===== config.mk =====
export PLATFORM = sky130hd
export DESIGN_NAME = morse_code_table_engine
export DESIGN_NICKNAME = d
export VERILOG_FILES = /design/src/mcte_pkg.sv /design/src/morse_code_table_engine.sv /design/src/mcte_ram.sv /design/src/mcte_datapath.sv /design/src/mcte_ctrl.sv
export SDC_FILE = /design/constraint.sdc
export NUM_CORES = 2
export LEC_CHECK = 0
export BUFFER_PORTS_ARGS = -buffer_cell sky130_fd_sc_hd__buf_4
export CORE_MARGIN = 2
export CORE_UTILIZATION = 30
export CTS_CLUSTER_SIZE = 12
export DETAILED_ROUTE_END_ITERATION = 16
export GPL_ROUTABILITY_DRIVEN = 0
export HOLD_SLACK_MARGIN = 0.1
export PLACE_DENSITY = 0.43
export SLEW_MARGIN = 20
export SYNTH_ARGS = -nofsm -noshare
export SYNTH_HDL_FRONTEND = slang
export SYNTH_SLANG_ARGS = --single-unit

===== constraint.sdc =====
create_clock -name clk -period 4.2 [get_ports clk]
set_clock_uncertainty 0.15 [all_clocks]
set_input_delay 0.21 -clock clk [delete_from_list [all_inputs] [get_ports clk]]
set_output_delay 0.21 -clock clk [all_outputs]
set_load 0.02 [all_outputs]

===== src/mcte_pkg.sv =====
// ----------------------------------------------------------------------------
// Morse code table engine package
// Field widths, command and status codes, and the controller/datapath bundles.
// ----------------------------------------------------------------------------
package mcte_pkg;

	localparam int CMD_W      = 2;
	localparam int CHAR_W     = 8;
	localparam int CODE_BITS_W = 6;
	localparam int CODE_LEN_W = 3;
	localparam int STATUS_W   = 2;

	localparam logic [CMD_W-1:0] CMD_ADD    = 2'd0;
	localparam logic [CMD_W-1:0] CMD_DECODE = 2'd1;
	localparam logic [CMD_W-1:0] CMD_ENCODE = 2'd2;
	localparam logic [CMD_W-1:0] CMD_CLEAR  = 2'd3;

	localparam logic [STATUS_W-1:0] ST_OK        = 2'd0;
	localparam logic [STATUS_W-1:0] ST_NOT_ADDED = 2'd1;
	localparam logic [STATUS_W-1:0] ST_NOT_FOUND = 2'd2;
	localparam logic [STATUS_W-1:0] ST_EMPTY     = 2'd3;

	localparam logic [CHAR_W-1:0] BLANK_SYMBOL = 8'd95;

	typedef enum logic [2:0] {
		RES_OK,
		RES_NOT_ADDED,
		RES_NOT_FOUND,
		RES_EMPTY,
		RES_DECODE,
		RES_ENCODE
	} res_sel_t;

	typedef struct packed {
		logic     load;
		logic     clear;
		logic     walk_step;
		logic     write_char;
		logic     rd_node;
		logic     scan_start;
		logic     scan_step;
		logic     finish;
		res_sel_t res_sel;
	} dp_cmd_t;

	typedef struct packed {
		logic [CMD_W-1:0] cmd;
		logic             root_present;
		logic             walk_done;
		logic             child_present;
		logic             has_children;
		logic             scan_end;
		logic             scan_hit;
		logic             out_busy;
	} dp_stat_t;

endpackage


===== src/morse_code_table_engine.sv =====
// ----------------------------------------------------------------------------
// Morse code table engine
// Morse code trie kept as a heap-indexed table, with add, decode, encode and
// clear commands.
//
//   Channel   Handshake            Beat contents
//   request   req_valid/req_stall  command, character, code_bits, code_length
//   response  rsp_valid/rsp_stall  result_character, result_code_bits,
//                                  result_code_length, status
//
// Add and decode walk the code path one symbol per cycle.
// Encode scans the symbol memory one node per cycle through its single read
// port, until it finds the character or reaches the last node.
// Reset empties the table at once through the presence flip-flops.
// A stalled response holds in the output register while the next request is
// taken; its own reply then waits for that register to drain.
// ----------------------------------------------------------------------------
module morse_code_table_engine import mcte_pkg::*; #(
	parameter int MAX_CODE_SYMBOLS = 6
) (
	input  logic                   clk,
	input  logic                   arst_n,
	input  logic                   req_valid,
	output logic                   req_stall,
	input  logic [CMD_W-1:0]       command,
	input  logic [CHAR_W-1:0]      character,
	input  logic [CODE_BITS_W-1:0] code_bits,
	input  logic [CODE_LEN_W-1:0]  code_length,
	output logic                   rsp_valid,
	input  logic                   rsp_stall,
	output logic [CHAR_W-1:0]      result_character,
	output logic [CODE_BITS_W-1:0] result_code_bits,
	output logic [CODE_LEN_W-1:0]  result_code_length,
	output logic [STATUS_W-1:0]    status
);

	dp_cmd_t  dp_cmd;
	dp_stat_t dp_stat;

	mcte_ctrl u_ctrl (
		.clk      (clk),
		.arst_n   (arst_n),
		.req_valid(req_valid),
		.req_stall(req_stall),
		.stat     (dp_stat),
		.cmd      (dp_cmd)
	);

	mcte_datapath #(
		.MAX_CODE_SYMBOLS(MAX_CODE_SYMBOLS)
	) u_datapath (
		.clk               (clk),
		.arst_n            (arst_n),
		.cmd               (dp_cmd),
		.stat              (dp_stat),
		.command           (command),
		.character         (character),
		.code_bits         (code_bits),
		.code_length       (code_length),
		.rsp_valid         (rsp_valid),
		.rsp_stall         (rsp_stall),
		.result_character  (result_character),
		.result_code_bits  (result_code_bits),
		.result_code_length(result_code_length),
		.status            (status)
	);

endmodule


===== src/mcte_ram.sv =====
// ----------------------------------------------------------------------------
// Generic RAM
// One write port and one read port with registered read data.
// ----------------------------------------------------------------------------
module mcte_ram #(
	parameter int WIDTH = 8,
	parameter int DEPTH = 128,
	localparam int AW = $clog2(DEPTH)
) (
	input  logic             clk,
	input  logic             wr_en,
	input  logic [AW-1:0]    wr_addr,
	input  logic [WIDTH-1:0] wr_data,
	input  logic             rd_en,
	input  logic [AW-1:0]    rd_addr,
	output logic [WIDTH-1:0] rd_data
);

	logic [WIDTH-1:0] mem_q [DEPTH];
	logic [WIDTH-1:0] rd_data_q;

	always_ff @(posedge clk) begin
		if (wr_en) begin
			mem_q[wr_addr] <= wr_data;
		end
		if (rd_en) begin
			rd_data_q <= mem_q[rd_addr];
		end
	end

	assign rd_data = rd_data_q;

endmodule


===== src/mcte_datapath.sv =====
// ----------------------------------------------------------------------------
// Morse code table engine datapath
// Node presence bits, symbol memory, path walker, table scanner and the
// result register.
// ----------------------------------------------------------------------------
module mcte_datapath import mcte_pkg::*; #(
	parameter int MAX_CODE_SYMBOLS = 6
) (
	input  logic                   clk,
	input  logic                   arst_n,
	input  dp_cmd_t                cmd,
	output dp_stat_t               stat,
	input  logic [CMD_W-1:0]       command,
	input  logic [CHAR_W-1:0]      character,
	input  logic [CODE_BITS_W-1:0] code_bits,
	input  logic [CODE_LEN_W-1:0]  code_length,
	output logic                   rsp_valid,
	input  logic                   rsp_stall,
	output logic [CHAR_W-1:0]      result_character,
	output logic [CODE_BITS_W-1:0] result_code_bits,
	output logic [CODE_LEN_W-1:0]  result_code_length,
	output logic [STATUS_W-1:0]    status
);

	localparam int NODE_W     = MAX_CODE_SYMBOLS + 1;
	localparam int TABLE_SIZE = 1 << NODE_W;
	localparam int LEN_W      = $clog2(MAX_CODE_SYMBOLS + 1);
	localparam logic [NODE_W-1:0] ROOT_NODE  = NODE_W'(1);
	localparam logic [NODE_W-1:0] FIRST_SCAN = NODE_W'(2);
	localparam logic [NODE_W-1:0] LAST_SCAN  = {NODE_W{1'b1}};

	logic [CMD_W-1:0]       cmd_q;
	logic [CHAR_W-1:0]      char_q;
	logic [CODE_BITS_W-1:0] bits_q;
	logic [LEN_W-1:0]       len_q;
	logic [LEN_W-1:0]       step_q;
	logic [NODE_W-1:0]      node_q;
	logic [TABLE_SIZE-1:0]  present_q;
	logic [NODE_W-1:0]      scan_q;
	logic                   issued_q;
	logic                   look_s1;
	logic [NODE_W-1:0]      idx_s1;
	logic [NODE_W-1:0]      found_q;

	logic                   out_valid_q;
	logic [CHAR_W-1:0]      out_char_q;
	logic [CODE_BITS_W-1:0] out_bits_q;
	logic [CODE_LEN_W-1:0]  out_len_q;
	logic [STATUS_W-1:0]    out_status_q;

	logic [LEN_W-1:0]       len_clamped;
	logic                   dash;
	logic [NODE_W-1:0]      child;
	logic                   hit;
	logic                   ram_wr_en;
	logic [NODE_W-1:0]      ram_wr_addr;
	logic [CHAR_W-1:0]      ram_wr_data;
	logic                   ram_rd_en;
	logic [NODE_W-1:0]      ram_rd_addr;
	logic [CHAR_W-1:0]      ram_rd_data;
	logic [LEN_W-1:0]       enc_depth;
	logic [CODE_BITS_W-1:0] enc_bits;

	assign len_clamped = (int'(code_length) > MAX_CODE_SYMBOLS) ?
		LEN_W'(MAX_CODE_SYMBOLS) : LEN_W'(code_length);

	always_comb begin
		dash = 1'b0;
		for (int k = 0; k < CODE_BITS_W; k++) begin
			if (int'(step_q) == k) begin
				dash = bits_q[k];
			end
		end
	end

	if (NODE_W > 1) begin : g_child
		assign child = {node_q[NODE_W-2:0], dash};
	end

	assign hit = look_s1 && present_q[idx_s1] && (ram_rd_data == char_q);

	always_comb begin
		ram_wr_en   = 1'b0;
		ram_wr_addr = node_q;
		ram_wr_data = BLANK_SYMBOL;
		if (cmd.load && (command == CMD_ADD) && !present_q[ROOT_NODE]) begin
			ram_wr_en   = 1'b1;
			ram_wr_addr = ROOT_NODE;
		end else if (cmd.walk_step && (cmd_q == CMD_ADD) && !present_q[child]) begin
			ram_wr_en   = 1'b1;
			ram_wr_addr = child;
		end else if (cmd.write_char) begin
			ram_wr_en   = 1'b1;
			ram_wr_data = char_q;
		end
	end

	assign ram_rd_en   = cmd.rd_node || cmd.scan_step;
	assign ram_rd_addr = cmd.scan_step ? scan_q : node_q;

	mcte_ram #(
		.WIDTH(CHAR_W),
		.DEPTH(TABLE_SIZE)
	) u_symbol_ram (
		.clk    (clk),
		.wr_en  (ram_wr_en),
		.wr_addr(ram_wr_addr),
		.wr_data(ram_wr_data),
		.rd_en  (ram_rd_en),
		.rd_addr(ram_rd_addr),
		.rd_data(ram_rd_data)
	);

	always_ff @(posedge clk or negedge arst_n) begin
		if (!arst_n) begin
			present_q <= '0;
		end else if (cmd.clear) begin
			present_q <= '0;
		end else if (cmd.load && (command == CMD_ADD)) begin
			present_q[ROOT_NODE] <= 1'b1;
		end else if (cmd.walk_step && (cmd_q == CMD_ADD)) begin
			present_q[child] <= 1'b1;
		end
	end

	always_ff @(posedge clk or negedge arst_n) begin
		if (!arst_n) begin
			cmd_q    <= CMD_ADD;
			step_q   <= '0;
			node_q   <= ROOT_NODE;
			scan_q   <= FIRST_SCAN;
			issued_q <= 1'b0;
			look_s1  <= 1'b0;
		end else begin
			if (cmd.load) begin
				cmd_q  <= command;
				step_q <= '0;
				node_q <= ROOT_NODE;
			end else if (cmd.walk_step) begin
				step_q <= step_q + LEN_W'(1);
				node_q <= child;
			end
			if (cmd.scan_start) begin
				scan_q   <= FIRST_SCAN;
				issued_q <= 1'b0;
				look_s1  <= 1'b0;
			end else if (cmd.scan_step) begin
				look_s1 <= !issued_q;
				if (scan_q == LAST_SCAN) begin
					issued_q <= 1'b1;
				end else begin
					scan_q <= scan_q + NODE_W'(1);
				end
			end
		end
	end

	always_ff @(posedge clk) begin
		if (cmd.load) begin
			char_q <= character;
			bits_q <= code_bits;
			len_q  <= len_clamped;
		end
		if (cmd.scan_step) begin
			idx_s1 <= scan_q;
		end
		if (cmd.scan_step && hit) begin
			found_q <= idx_s1;
		end
	end

	always_comb begin
		enc_depth = '0;
		for (int k = 1; k < NODE_W; k++) begin
			if (found_q[k]) begin
				enc_depth = LEN_W'(k);
			end
		end
	end

	always_comb begin
		enc_bits = '0;
		for (int j = 0; j < CODE_BITS_W; j++) begin
			for (int p = 0; p < NODE_W - 1; p++) begin
				if (p + j + 1 == int'(enc_depth)) begin
					enc_bits[j] = found_q[p];
				end
			end
		end
	end

	always_ff @(posedge clk or negedge arst_n) begin
		if (!arst_n) begin
			out_valid_q <= 1'b0;
		end else if (cmd.finish) begin
			out_valid_q <= 1'b1;
		end else if (!rsp_stall) begin
			out_valid_q <= 1'b0;
		end
	end

	always_ff @(posedge clk) begin
		if (cmd.finish) begin
			out_char_q   <= '0;
			out_bits_q   <= '0;
			out_len_q    <= '0;
			out_status_q <= ST_OK;
			case (cmd.res_sel)
				RES_OK: begin
					out_status_q <= ST_OK;
				end
				RES_NOT_ADDED: begin
					out_status_q <= ST_NOT_ADDED;
				end
				RES_NOT_FOUND: begin
					out_status_q <= ST_NOT_FOUND;
				end
				RES_EMPTY: begin
					out_status_q <= ST_EMPTY;
				end
				RES_DECODE: begin
					out_char_q <= ram_rd_data;
				end
				RES_ENCODE: begin
					out_bits_q <= enc_bits;
					out_len_q  <= CODE_LEN_W'(int'(enc_depth));
				end
				default: begin
					out_status_q <= ST_OK;
				end
			endcase
		end
	end

	assign rsp_valid          = out_valid_q;
	assign result_character   = out_char_q;
	assign result_code_bits   = out_bits_q;
	assign result_code_length = out_len_q;
	assign status             = out_status_q;

	assign stat.cmd           = cmd_q;
	assign stat.root_present  = present_q[ROOT_NODE];
	assign stat.walk_done     = (step_q == len_q);
	assign stat.child_present = present_q[child];
	assign stat.has_children  = !node_q[NODE_W-1] &&
		(present_q[{node_q[NODE_W-2:0], 1'b0}] || present_q[{node_q[NODE_W-2:0], 1'b1}]);
	assign stat.scan_end      = look_s1 && (hit || (idx_s1 == LAST_SCAN));
	assign stat.scan_hit      = hit;
	assign stat.out_busy      = out_valid_q && rsp_stall;

endmodule


===== src/mcte_ctrl.sv =====
// ----------------------------------------------------------------------------
// Morse code table engine controller
// Sequences add, decode, encode and clear over the datapath.
// ----------------------------------------------------------------------------
module mcte_ctrl import mcte_pkg::*; (
	input  logic     clk,
	input  logic     arst_n,
	input  logic     req_valid,
	output logic     req_stall,
	input  dp_stat_t stat,
	output dp_cmd_t  cmd
);

	typedef enum logic [5:0] {
		S_IDLE     = 6'b000001,
		S_DISPATCH = 6'b000010,
		S_WALK     = 6'b000100,
		S_ADD_END  = 6'b001000,
		S_SCAN     = 6'b010000,
		S_REPLY    = 6'b100000
	} state_t;

	state_t   state_q;
	state_t   state_d;
	res_sel_t res_q;
	res_sel_t res_d;

	always_comb begin
		state_d = state_q;
		res_d   = res_q;
		cmd     = '0;
		cmd.res_sel = res_q;
		case (state_q)
			S_IDLE: begin
				if (req_valid) begin
					cmd.load = 1'b1;
					state_d  = S_DISPATCH;
				end
			end
			S_DISPATCH: begin
				case (stat.cmd)
					CMD_ADD: begin
						state_d = S_WALK;
					end
					CMD_DECODE: begin
						if (stat.root_present) begin
							state_d = S_WALK;
						end else begin
							res_d   = RES_EMPTY;
							state_d = S_REPLY;
						end
					end
					CMD_ENCODE: begin
						if (stat.root_present) begin
							cmd.scan_start = 1'b1;
							state_d        = S_SCAN;
						end else begin
							res_d   = RES_EMPTY;
							state_d = S_REPLY;
						end
					end
					default: begin
						cmd.clear = 1'b1;
						res_d     = RES_OK;
						state_d   = S_REPLY;
					end
				endcase
			end
			S_WALK: begin
				if (stat.walk_done) begin
					if (stat.cmd == CMD_ADD) begin
						state_d = S_ADD_END;
					end else begin
						cmd.rd_node = 1'b1;
						res_d       = RES_DECODE;
						state_d     = S_REPLY;
					end
				end else if ((stat.cmd == CMD_ADD) || stat.child_present) begin
					cmd.walk_step = 1'b1;
				end else begin
					res_d   = RES_NOT_FOUND;
					state_d = S_REPLY;
				end
			end
			S_ADD_END: begin
				if (stat.has_children) begin
					res_d = RES_NOT_ADDED;
				end else begin
					cmd.write_char = 1'b1;
					res_d          = RES_OK;
				end
				state_d = S_REPLY;
			end
			S_SCAN: begin
				cmd.scan_step = 1'b1;
				if (stat.scan_end) begin
					res_d   = stat.scan_hit ? RES_ENCODE : RES_NOT_FOUND;
					state_d = S_REPLY;
				end
			end
			S_REPLY: begin
				if (!stat.out_busy) begin
					cmd.finish = 1'b1;
					state_d    = S_IDLE;
				end
			end
			default: begin
				state_d = S_IDLE;
			end
		endcase
	end

	always_ff @(posedge clk or negedge arst_n) begin
		if (!arst_n) begin
			state_q <= S_IDLE;
			res_q   <= RES_OK;
		end else begin
			state_q <= state_d;
			res_q   <= res_d;
		end
	end

	assign req_stall = (state_q != S_IDLE);

endmodule


Word level (Yosys, flattened, before mapping) --
Memories as Yosys holds them, arrays and structs flattened. A register that Yosys moved wholly into a read port is not among the register bits. Index checks and enable logic that the tools add are counted.
Operators by class: add/subtract/negate cells 2, order comparisons 6, equal/unequal tests 40, muxes and demuxes 116, bitwise operators 1, reductions and logical operators 35
Operators by type and width (count):
- $mux 128 | 2
- $or 128x128->128 | 1
- $mux 126 | 1
- $mux 1 | 71
- $mux 7 | 8
- $mux 6 | 8
- $pmux 6 s6 | 1
- $mux 3 | 11
- $lt 7x8->1 const B | 4
- $mux 8 | 3
- $eq 3x3->1 const B | 6
- $pmux 6 s3 | 1
- $bmux 1 s7 | 2
- $eq 7x7->1 const B | 2
- $bmux 1 s6 | 2
- $eq 3x3->1 const A | 4
- $ne 2x2->1 const B | 6
- $pmux 3 s4 | 1
- $logic_and 1x1->1 | 11
- $eq 3x2->1 const B | 3
- $ne 3x3->1 const B | 3
- $eq 8x8->1 | 1
- $reduce_bool 2->1 | 4
- $add 7x1->7 const B | 1
- other kinds (32) | 43
Storage, ports and cells: bits in registers 209, RAM bits 1024, bits of input ports 23, output and inout bits 21, logic and storage cells 221, memories 1
Memory list:
- u_datapath.u_symbol_ram.mem_q | depth 128, bits a word 8, rd ports 1, clocked after Yosys merged registers in 1, write ports 1, line mcte_ram.sv:19 | logic [WIDTH-1:0] mem_q [DEPTH];

Depth between registers and ports, before layout --
depth in word-level cells 19, depth in mapped cells 15, gate-level depth less buffers 11

Modules after synthesis --
A second synthesis with hierarchy kept.
Unflattened totals: cells, all modules 2725, area, all modules 51214.1 um^2
By module, submodules not included:
- mcte_ram | times used 1, cells each 1635, area an instance 39745.6 um^2, sequential area each 30989.7 um^2
- mcte_datapath | times used 1, cells each 1008, area an instance 10772.8 um^2, sequential area each 5257.5 um^2
- mcte_ctrl | times used 1, cells each 82, area an instance 695.7 um^2, sequential area each 226.5 um^2

Worst setup path after synthesis --
OpenSTA, ideal clock, no wires.
path kind register -> register, start point register u_datapath.node_q[0], end point memory u_datapath.u_symbol_ram.mem_q[0][4] (data pin), setup time 551 ps, arrival time 3865 ps, data required time 3499 ps, path slack -367 ps, cell stages (with the launch flop) 9, path buffers 2, clock period less this slack 4567 ps, path through dfstp_2 -> inv_2 -> buf_2 -> mux4_2 -> mux4_2 -> a22oi_1 -> a31oi_1 -> buf_2 -> nand2b_1
Between the ends: word-level cells in the longest chain between the ends 10, elaborated cells on any way between the ends 20, classes of those cells 14 x mux; 6 x reduce/logical
RTL lines:
- from (decl) | line mcte_datapath.sv:37 | logic [NODE_W-1:0] node_q;
- from (signal assigned) | line mcte_datapath.sv:141 | node_q <= child;
- $bmux 1 s7 | line mcte_datapath.sv:89, mcte_datapath.sv:244
- $mux 1 (implied by the code) | line mcte_datapath.sv:89, mcte_datapath.sv:244
- $logic_or 1x1->1 | line mcte_ctrl.sv:78 | end else if ((stat.cmd == CMD_ADD) || stat.child_present) begin
- $mux 1 | line mcte_ctrl.sv:78
- $mux 1 | line mcte_ctrl.sv:70 | if (stat.walk_done) begin
- $mux 1 | line mcte_ctrl.sv:33 | case (state_q)
- $logic_and 1x1->1 (2 in series) | line mcte_datapath.sv:89 | end else if (cmd.walk_step && (cmd_q == CMD_ADD) && !present_q[child]) begin
- $mux 8 * | line mcte_datapath.sv:89
- $mux 8 * | line mcte_datapath.sv:86 | if (cmd.load && (command == CMD_ADD) && !present_q[ROOT_NODE]) begin
- named net u_datapath.ram_wr_data[4] | line mcte_datapath.sv:57 | logic [CHAR_W-1:0] ram_wr_data;
- to (decl) | line mcte_ram.sv:19
Mark *: on every way through the listed nets, which the timed path passes. The rest lies on a longest branch. The select of a mux whose other input is x is not followed.

Worst setup path in the final report --
start point register u_datapath.node_q[0], end point memory u_datapath.u_symbol_ram.mem_q[68][2] (enable)
Between the ends: word-level cells in the longest chain between the ends 12, elaborated cells on any way between the ends 24, classes of those cells 18 x mux; 6 x reduce/logical
RTL lines:
- $bmux 1 s7 | line mcte_datapath.sv:89, mcte_datapath.sv:244
- $mux 1 (implied by the code) | line mcte_datapath.sv:89, mcte_datapath.sv:244
- $logic_or 1x1->1 | line mcte_ctrl.sv:78
- $mux 1 | line mcte_ctrl.sv:78
- $mux 1 | line mcte_ctrl.sv:70
- $mux 1 | line mcte_ctrl.sv:33
- $logic_and 1x1->1 (2 in series) | line mcte_datapath.sv:89
- $mux 1 | line mcte_datapath.sv:89
- $mux 1 | line mcte_datapath.sv:86
- $mux 1 | line mcte_ram.sv:23 | if (wr_en) begin
- $mux 1 (implied by the code) | line mcte_ram.sv:24 | mem_q[wr_addr] <= wr_data;
Parallel ways exist; a longest one is shown, timed or not. The select of a mux whose other input is x is not followed.

==> summary.md <==
| Metric | Value |
|---|---|
| WL final | `172000 um` |
| Initial antenna violation count | `1` |
| Avg Inst Size Synth | `13.7 sq um` |
| P&R area growth vs syn | `23.5%` |
| Share of layout cells above drive strength 1 | `23.0%` |
| Fin. Hold Viols | `0` |
| Port bufs | `43` |
| Placed Instances | `6440` |
| Hold Crit Class | `input port to flip-flop` |
| Pleak | `20.7 nW` |
| Number of global-route vias before repair | `35500` |
| Die area | `0.180 sq mm` |
| Synth area leaders | `edfxtp_1 61%, dfrtp_1 7.4%, mux4_2 5.2%, nand2_1 4.1%, nor2_1 2.7%` |
| Setup CP Type | `flip-flop to flip-flop` |
| Clock Sinks | `1241` |
| Pre-CTS WS | `-0.566 ns` |
| WHS Path Cells | `3` |
| CTS tree | `yes` |
| Antenna cells | `0` |
| Wire per inst | `25.5 um` |
| Post-synth design cell area | `0.0530 sq mm` |
| Yosys warnings | `0` |
| Final hold slack | `0.177 ns` |
| Post-Syn Nets | `3895` |
| Root Buffer | `clkbuf_16` |
| Power Density | `455 mW/mm^2` |
| RSZ-0062 raised after global routing | `true` |
| Post-route cell area | `0.0654 sq mm` |
| Clock-pin slew on the worst setup and hold paths | `0.06 ns` |
| Leading area contributor after synthesis | `edfxtp_1` |
| FF-to-FF path depth | `14` |
| Crit path max fanout | `9` |
| Later-pin clock latency in the skew report | `0.77 ns` |
| Period Utilization, post-route | `101%` |
| Core Region | `0.176 sq mm` |
| Worst r2r src | `u_datapath.node_q[0]` |
| Endpoints failing setup | `37` |
| Worst endpoint required time | `4.51 ns` |
| Final setup TNS | `-0.628 ns` |
| Post-synth EDFFs | `1082` |
| Initial Utilization | `30.1%` |
| Drt drc | `0` |
| Largest net degree at the start of global routing | `106` |
| CP Launch Type | `flip-flop` |
| Peak supply drop | `0.000301 V` |
| Global-route wire length before repair | `250000 um` |
| Slew @ Worst Pin | `1.06 ns` |
| #FFs+latches synth | `1241` |
| First-pass DRT Iterations | `7` |
| Outcome | `finished with violations` |
| Fraction of registers with async set/reset | `12.8%` |
| Final net count | `4341` |
| Total congestion overflow | `0` |
| Vias/cell | `5.18` |
| Reg-to-reg slack, setup | `-0.04 ns` |
| Endpoint class of the critical path | `flip-flop` |
| Top-area cell type share of the netlist area | `61.3%` |
| Detailed placement HPWL | `114000 um` |
| Crit path DAT | `4.55 ns` |
| Synth unique cells | `86` |
| I/O pin cnt | `44` |
| Max_slew headroom | `29.1%` |
| Final ANT Viol Nets | `0` |
| Die height | `424 um` |
| Clock buffers created by TritonCTS | `142` |
| FP Rows | `154` |
| Pins Over Slew Limit | `0` |
| Failing checks | `setup timing` |
| Placement Cell Area | `0.0598 sq mm` |
| Hold path start | `code_length[1]` |
| Die extent in x | `424 um` |
| Max-cap viol count | `0` |
| DR vias | `35000` |
| Drt initial violations | `3010` |
| Cell Count, Final, Fillers Out | `6757` |
| Final worst path period need | `4.24 ns` |
| Clock tree buffer depth | `3` |
| Hold EP | `u_datapath.len_q[0]` |
| H-tree Lvls | `4` |
| Reg-to-Reg End | `u_datapath.u_symbol_ram.mem_q[68][2]` |
| Fillcell total | `16800` |
| Total GRT Usage | `18.8%` |
| Post-Synthesis Cells | `3862` |
| Synth Flop Type | `edfxtp_1` |
| Register area share after synthesis | `68.8%` |
| Fmax | `236 MHz` |
| Final worst-path setup slack | `-0.0361 ns` |
-- logic make-up after synthesis --
logic type,after synthesis,share of synthesized area [%]
multiplexers,218,7.25
adder cells (fa/ha/maj),10,0.236
flip-flops,1241,68.8
AND/OR/NAND/NOR,1436,12.2
AO/OA/AOI/OAI,646,8.72
buffers and inverters,295,2.46
XOR/XNOR,16,0.265
-- how the worst max path moves through the flow --
stage,startpoint,end,slack (ns)
6_report,u_datapath.node_q[0],u_datapath.u_symbol_ram.mem_q[68][2],-0.04
5_1_grt,u_datapath.node_q[0],u_datapath.u_symbol_ram.mem_q[68][3],-0.09
4_1_cts,u_datapath.node_q[0],u_datapath.u_symbol_ram.mem_q[108][2],0.001
3_5_place_dp,u_datapath.step_q[1],u_datapath.u_symbol_ram.mem_q[102][4],-0.57
3_3_place_gp,u_datapath.step_q[1],u_datapath.u_symbol_ram.mem_q[102][6],-0.51
2_1_floorplan,u_datapath.node_q[0],u_datapath.u_symbol_ram.mem_q[0][4],-0.37
-- critical path, cell delays in order, from the launching register on --
cell	delay, ns
dfstp_4	0.64
buf_12	0.14
buf_12	0.14
mux4_2	0.55
a22oi_2	0.15
buf_4	0.13
a21oi_1	0.09
o311ai_4	0.32
o21ai_4	0.15
buf_6	0.16
or3_4	0.33
a211o_4	0.41
clkbuf_16	0.23
nor2_1	0.12
buf_4	0.19
-- per-stage QoR --
stage,utilization (%),power [mW]
after detailed placement,34.0,17.9
final,37.2,29.8
after global placement,34.0,17.9
after global routing,37.2,30.9
after floorplan,-,16.1
after CTS,37.0,30.0
-- routing by layer --
metal	share of wire, %	routed length [um]	global-route usage (%)	vias up
met2	48	82000	30.7	974
met5	0	0	0	-
met3	5.0	8680	2.67	247
li1	-	-	-	15800
met1	45	77000	26.3	18000
met4	2.5	4330	5.03	0
-- cell usage after synthesis (70+ instances only) --
master    number
a21oi_1      159
a211oi_1     127
mux2i_1       77
nand2_1      573
mux4_2       123
clkbuf_1     151
nor2_1       387
dfrtp_1      156
buf_2         70
a311oi_1     139
and3_1       127
edfxtp_1    1082
nand3_1      139
-- state kept, by name, indices dropped and copies added (netlist names), 2 cells and up --
signal / cells
u_ctrl.res_q: 3
u_datapath.u_symbol_ram.mem_q: 1024
u_datapath.status: 2
u_datapath.node_q: 7
u_datapath.bits_q: 6
u_datapath.u_symbol_ram.rd_data: 8
u_datapath.idx_s1: 7
u_datapath.char_q: 8
u_datapath.present_q: 128
u_datapath.len_q: 3
u_datapath.result_code_bits: 6
u_datapath.result_code_length: 3
u_datapath.found_q: 7
u_datapath.scan_q: 7
u_datapath.result_character: 8
u_datapath.step_q: 3
u_ctrl.state_q: 6
u_datapath.cmd_q: 2
-- cells in the final DEF, fill, tap and decap left out, drive strengths merged, types with 20 or more instances in the layout --
master	Yosys	final
edfxtp	1082	1082
nand2	573	573
buf	123	533
nor2	387	387
clkbuf	152	188
a21oi	160	160
dfrtp	156	156
nand3	142	142
a311oi	139	139
mux4	129	129
a211oi	127	127
and3	127	127
mux2i	78	78
nor3	66	66
a22oi	64	64
clkinv	1	49
a31oi	45	45
dlygate4sd3	0	41
o21ai	38	38
nor4	32	32
inv	19	28
nand4	27	27
o22ai	20	20
and2	20	20
-- report_power, final --
| group | leakage (nW) | internal [mW] | switching (mW) | total, mW |
|---|---|---|---|---|
| Sequential | 9.53 | 13.4 | 0.130 | 13.5 |
| Combinational | 8.97 | 1.68 | 2.62 | 4.30 |
| Clock | 2.16 | 6.87 | 5.07 | 11.9 |
| Total | 20.7 | 22.0 | 7.82 | 29.8 |
-- final cells by class --
| class | instances | area, sq um | area share (%) |
|---|---|---|---|
| Multi-Input combinational cell | 2326 | 15800 | 24.2 |
| Timing Repair Buffer | 577 | 5700 | 8.72 |
| Clock buffer | 185 | 3820 | 5.83 |
| Sequential cell | 1241 | 36500 | 55.7 |
| Clock inverter | 68 | 624 | 0.954 |
| Inverter | 20 | 75.1 | 0.115 |
| Tap cell | 2340 | 2930 | 4.47 |
-- what timing repair did --
action | CTS | global route
pin swaps | 7 | 13
endpoints found under the hold margin | 179 | 0
cloned | 0 | 3
hold buffers | 42 | 0
gates resized for setup | 51 | 75
setup buffers | 5 | 15
endpoints found under the setup margin | 984 | 736
Note: power is estimated with default switching activity, not from simulation.
